--- src/rtl/dmep_pkg.sv ---
`default_nettype none

package dmep_pkg;

    localparam int CFG_INDEX_W = 3;
    localparam int CFG_DATA_W  = 16;
    localparam int TARGET_W    = 12;
    localparam int GAIN_W      = 16;
    localparam int COUNT_W     = 32;
    localparam int DUTY_W      = 17;
    localparam int SPEED_W     = 16;
    localparam int SUM_W       = 24;
    localparam int STAGES      = 4;

    localparam logic [DUTY_W-1:0] DUTY_ONE = 17'h10000;

    localparam logic [TARGET_W-1:0] LEFT_TARGET_RST  = 12'd20;
    localparam logic [TARGET_W-1:0] RIGHT_TARGET_RST = 12'd20;
    localparam logic [GAIN_W-1:0]   LEFT_KP_RST      = 16'd20133;
    localparam logic [GAIN_W-1:0]   RIGHT_KP_RST     = 16'd15938;
    localparam logic [GAIN_W-1:0]   GAIN_ZERO        = 16'd0;

    typedef enum logic [CFG_INDEX_W-1:0] {
        REG_LEFT_TARGET  = 3'd0,
        REG_RIGHT_TARGET = 3'd1,
        REG_LEFT_KP      = 3'd2,
        REG_LEFT_KI      = 3'd3,
        REG_LEFT_KD      = 3'd4,
        REG_RIGHT_KP     = 3'd5,
        REG_RIGHT_KI     = 3'd6,
        REG_RIGHT_KD     = 3'd7
    } dmep_reg_e;

    typedef struct packed {
        logic [TARGET_W-1:0] target;
        logic [GAIN_W-1:0]   kp;
        logic [GAIN_W-1:0]   ki;
        logic [GAIN_W-1:0]   kd;
    } dmep_wheel_cfg_t;

    typedef struct packed {
        logic              adv;
        logic              fire;
        logic [STAGES-1:0] vld;
    } dmep_stage_ctl_t;

endpackage

`default_nettype wire

--- src/rtl/dmep_cfg.sv ---
`default_nettype none

module dmep_cfg
(
    input  wire logic                             clk,
    input  wire logic                             rst_n,
    input  wire logic                             wr_en,
    input  wire logic [dmep_pkg::CFG_INDEX_W-1:0] wr_index,
    input  wire logic [dmep_pkg::CFG_DATA_W-1:0]  wr_data,
    output dmep_pkg::dmep_wheel_cfg_t             left_cfg,
    output dmep_pkg::dmep_wheel_cfg_t             right_cfg
);
    import dmep_pkg::*;

    dmep_wheel_cfg_t left_reg;
    dmep_wheel_cfg_t right_reg;

    always_ff @(posedge clk or negedge rst_n)
    begin
        if (!rst_n)
        begin
            left_reg.target  <= LEFT_TARGET_RST;
            left_reg.kp      <= LEFT_KP_RST;
            left_reg.ki      <= GAIN_ZERO;
            left_reg.kd      <= GAIN_ZERO;
            right_reg.target <= RIGHT_TARGET_RST;
            right_reg.kp     <= RIGHT_KP_RST;
            right_reg.ki     <= GAIN_ZERO;
            right_reg.kd     <= GAIN_ZERO;
        end
        else if (wr_en)
        begin
            case (dmep_reg_e'(wr_index))
                REG_LEFT_TARGET:  left_reg.target  <= wr_data[TARGET_W-1:0];
                REG_RIGHT_TARGET: right_reg.target <= wr_data[TARGET_W-1:0];
                REG_LEFT_KP:      left_reg.kp      <= wr_data;
                REG_LEFT_KI:      left_reg.ki      <= wr_data;
                REG_LEFT_KD:      left_reg.kd      <= wr_data;
                REG_RIGHT_KP:     right_reg.kp     <= wr_data;
                REG_RIGHT_KI:     right_reg.ki     <= wr_data;
                REG_RIGHT_KD:     right_reg.kd     <= wr_data;
                default:          ;
            endcase
        end
    end

    assign left_cfg  = left_reg;
    assign right_cfg = right_reg;

endmodule

`default_nettype wire

--- config.mk ---
export PLATFORM = sky130hd
export DESIGN_NAME = dmep_cfg
export DESIGN_NICKNAME = d
export VERILOG_FILES = /design/src/rtl/dmep_pkg.sv /design/src/rtl/dmep_cfg.sv
export SDC_FILE = /design/constraint.sdc
export NUM_CORES = 1
export LEC_CHECK = 0
export BUFFER_PORTS_ARGS = -buffer_cell sky130_fd_sc_hd__buf_2
export CORE_MARGIN = 3
export CORE_UTILIZATION = 45
export CTS_BUF_LIST = sky130_fd_sc_hd__clkbuf_8 sky130_fd_sc_hd__clkbuf_16
export CTS_CLUSTER_SIZE = 25
export DETAILED_ROUTE_END_ITERATION = 10
export GPL_ROUTABILITY_DRIVEN = 0
export PLACE_DENSITY = 0.71
export SLEW_MARGIN = 10
export SYNTH_ARGS = -nofsm -noshare
export SYNTH_HDL_FRONTEND = slang
export SYNTH_SLANG_ARGS = --single-unit
--- constraint.sdc ---
create_clock -name clk -period 1.1 [get_ports clk]
set_clock_uncertainty 0.1 [all_clocks]
set_input_delay 0.165 -clock clk [delete_from_list [all_inputs] [get_ports clk]]
set_output_delay 0.165 -clock clk [all_outputs]
set_load 0.1 [all_outputs]
* Word-level counts from Yosys, hierarchy flattened
Cells that the tools add are included.
** Cells by class
- Reduce and logical (&&, ||, !) cells :: 9
- Eq/ne operators :: 7
** Operators with widths (count)
- AND reduction 2 bit :: 8
- == test 3 bit (second input constant) :: 4
- == test 3 x 2 -> 1 bit (second input constant) :: 2
- == test 3 x 1 -> 1 bit (second input constant) :: 1
- zero test 3 bit :: 1
** Storage, ports and cells
- Register bits after elaboration :: 120
- Input bits :: 22
- Logic and storage cells :: 24

* Depth between registers and ports, before layout
- Depth after elaboration :: 2
- Mapped depth :: 5
- Mapped depth without buffers :: 2

* Least setup slack after synthesis
OpenSTA, ideal clock, no wires.
- Kind :: input-to-reg
- Start :: in wr_index[1] (netlist name)
- End :: reg left_reg, in the netlist left_cfg[51]
- Arrival time :: 1.179 ns
- Stages :: 4
- Path buffers :: 2
- Path slack :: -0.304 ns
- Required time :: 0.875 ns
- Cell sequence :: buf_4 > nor4b_4 > buf_4 > mux2_2
** On the way
- Longest elaborated chain between the ends :: 2
** RTL lines
- from (decl) :: RTL line dmep_cfg.sv:8 : input wire logic [dmep_pkg::CFG_INDEX_W-1:0] wr_index,
- zero test 3 bit :: RTL line dmep_cfg.sv:33 : case (dmep_reg_e'(wr_index))
- AND reduction 2 bit (no source line)
- to (decl) :: RTL line dmep_cfg.sv:15 : dmep_wheel_cfg_t left_reg;
Every way passes these cells.
A chain may end at the register's enable or synchronous reset.

* Worst setup path after layout
- Start :: reg right_reg, in the netlist right_cfg[42]
- End :: out right_cfg[42] (netlist name)
** RTL lines
- from (decl) :: RTL line dmep_cfg.sv:16 : dmep_wheel_cfg_t right_reg;
- to (decl) :: RTL line dmep_cfg.sv:11 : output dmep_pkg::dmep_wheel_cfg_t right_cfg
No word-level cell between the ends.

==> reports/results.txt <==
FF-to-FF End: left_cfg[59]
Post-Syn Nets: 284
first-pass GRT wire length: 22300 um
maximum VDD drop: 1820 uV
Hold Fails Final Rpt: 0
Nets: 509
register bit count reported by yosys: 120
synth warn: 0
Final TNS setup: -39.08 ns
Critical Path RT: 0.83 ns
largest net degree at the start of global routing: 74
failing checks: setup timing
Ant. Diodes: 0
hold crit path type: input port to asynchronous set/reset pin
fraction of the cycle the final worst path needs: 147%
post-synth cell types: 13
Layout area overhead: 90.8%
max incr delay on CP: 0.64 ns
ratio of cells with drive above 1 in the final layout: 95.2%
Total GRT Usage: 26.4%
Pre-Repair DR Iteration Count: 4
Leakage: 4.04 nW
final wirelength: 14800 um
sequential share of power: 26.5%
dpl ws: -0.353 ns
hpwl dp: 9580 um
CTS sink cnt: 120
core area: 10000 um2
min cycle time layout: 1.61 ns
CTS tree: done
logic gate share of total power: 52.8%
H-Tree Level Count: 4
Reg clk slew, reported paths: 0.06 ns
vias per cell: 5.02
element type at the critical path end: output pin
status: finished with violations
critical path arrival: 1.35 ns
Post-Syn Area: 4740 um2
Initial Utilization: 47.4%
unrepaired setup endpoints after global routing: yes
Top Ports: 142
number of port buffers: 141
CTS buffer count: 17
DRC: 0
total congestion overflow: 0
syn avg cell area: 18.1 um2
Fillers: 342
Final Slew Violations: 0
initial antenna violation count: 0
pwr dens: 2920 nW/um2
Detail Route Antenna Nets: 0
Fmax achieved: 620 MHz
vias in the first global route: 3689
Critical Path Start Type: flop
worst r2r src: left_cfg[59]
Worst path top cell family by delay: flip-flops
Die H: 109 um
slew at the pin closest to its max-slew limit: 0.382 ns
Worst Setup Slack, final: -0.512 ns
final setup fails: 123
FF-to-FF setup slack: -0.05 ns
MaxCap Viol Count: 0
WL per Instance: 23.5 um
Clock Latency Late Sink: 0.52 ns
Reg2Reg Depth: 3
Internal Power: 14.6 mW
Rows: 36
Buf/Inv on CP: 1
vias: 3177
Slowest-stage cell, CP: dfstp_4
Max Root-Sink Buffers: 2
CP Max Fanout: 2
Die X: 109 um
Switching Fraction: 44.8%
Switching Power: 11.8 mW
Final Power: 26.4 mW
Die ar.: 11800 um2
Root Driver: clkbuf_8
synthesized instance count: 262
DR iter-0 viols: 101
critical-path cell list: buf_12
Clock power frac: 20.7%
register area share after synthesis: 63.9%
slew margin rel.: 74.5%
Crit Path Class: flop to output pin
[metrics by stage]
stage	hold WS, ns	cells	util, %	instance area, um2
global route	0.161	633	90.4	9040
detailed placement	0.0907	546	79.8	7980
CTS	0.0830	620	89.1	8910
floorplan	-0.231	262	-	5200
finish	0.121	633	90.4	9040
global placement	0.0730	546	79.8	7980
[placed cells by master, fill, tap and decap left out]
master,instances
inv_6,1
buf_4,45
nand4b_4,3
buf_6,8
clkbuf_16,16
mux2_2,52
nand4_2,1
clkinvlp_4,4
mux2_4,68
dfrtp_1,3
bufinv_16,3
dfrtp_2,74
buf_2,20
and4bb_2,1
dfstp_2,9
clkbuf_8,1
buf_12,130
dfrtp_4,24
dfstp_4,10
inv_1,2
clkinv_2,5
nor4b_4,1
dlygate4sd3_1,17
and4bb_1,2
[timing repair]
action / 4_1_cts / 5_1_grt
setup endpoints to repair: 120 / 123
cloned: 0 / 0
buffers inserted: 25 / 14
hold buffers: 17 / 0
resized for setup: 0 / 8
endpoints found under the hold margin: 240 / 0
[worst max path at each step]
stage                        from             to  slack, ns  depth (start not counted)
CTS                  left_cfg[42]   left_cfg[42]      -0.52                          1
global placement      wr_index[1]  right_cfg[57]      -0.30                          4
global route         left_cfg[42]   left_cfg[42]      -0.53                          1
floorplan             wr_index[2]   left_cfg[51]      -0.26                          4
detailed placement    wr_index[0]    left_cfg[3]      -0.35                          4
finish              right_cfg[42]  right_cfg[42]      -0.51                          1
[cell type report]
class | count | area (um2) | area share (%)
sequential | 120 | 3250 | 35.9
clock inverter | 15 | 161 | 1.79
tap | 133 | 166 | 1.84
clock buffer | 17 | 414 | 4.58
timing repair buffer | 220 | 3300 | 36.5
multi-input combinational | 128 | 1750 | 19.4
[routing by layer]
metal | track usage (%) | up-vias | share of wire (%)
li1 | - | 1389 | -
met1 | 30.1 | 1659 | 38
met2 | 45.9 | 109 | 55
met3 | 7.76 | 20 | 5.5
met4 | 12.1 | 0 | 2.2
met5 | 0 | - | 0
[Yosys cell counts (all sizes together)]
master / count / share of area [%]
and4bb: 3 / 0.79
buf: 14 / 3.0
dfrtp: 101 / 53
dfstp: 19 / 11
mux2: 120 / 30
nand4: 1 / 0.26
nand4b: 3 / 1.5
nor4b: 1 / 0.50
[registers in the layout, summed over array words and instances, names as in the netlist]
register	flops
left_cfg	60
right_cfg	60
[power by group through the flow]
stage,Sequential [mW],Clock (mW),Combinational [mW]
2_1_floorplan,13.7,0,1.31
3_3_place_gp,6.98,0,13.2
3_5_place_dp,7.05,0,13.4
6_report,6.99,5.47,13.9
5_1_grt,7.11,5.70,14.2
4_1_cts,6.97,5.48,13.8
[kinds of logic (layout without fill, tap and decap cells)]
family | count (synthesis) | in the layout | synth area share, %
flops | 120 | 120 | 63.9
buf+inv | 14 | 252 | 2.98
simple gates | 8 | 8 | 3.06
mux | 120 | 120 | 30.1
(Power assumes the default switching activity.)
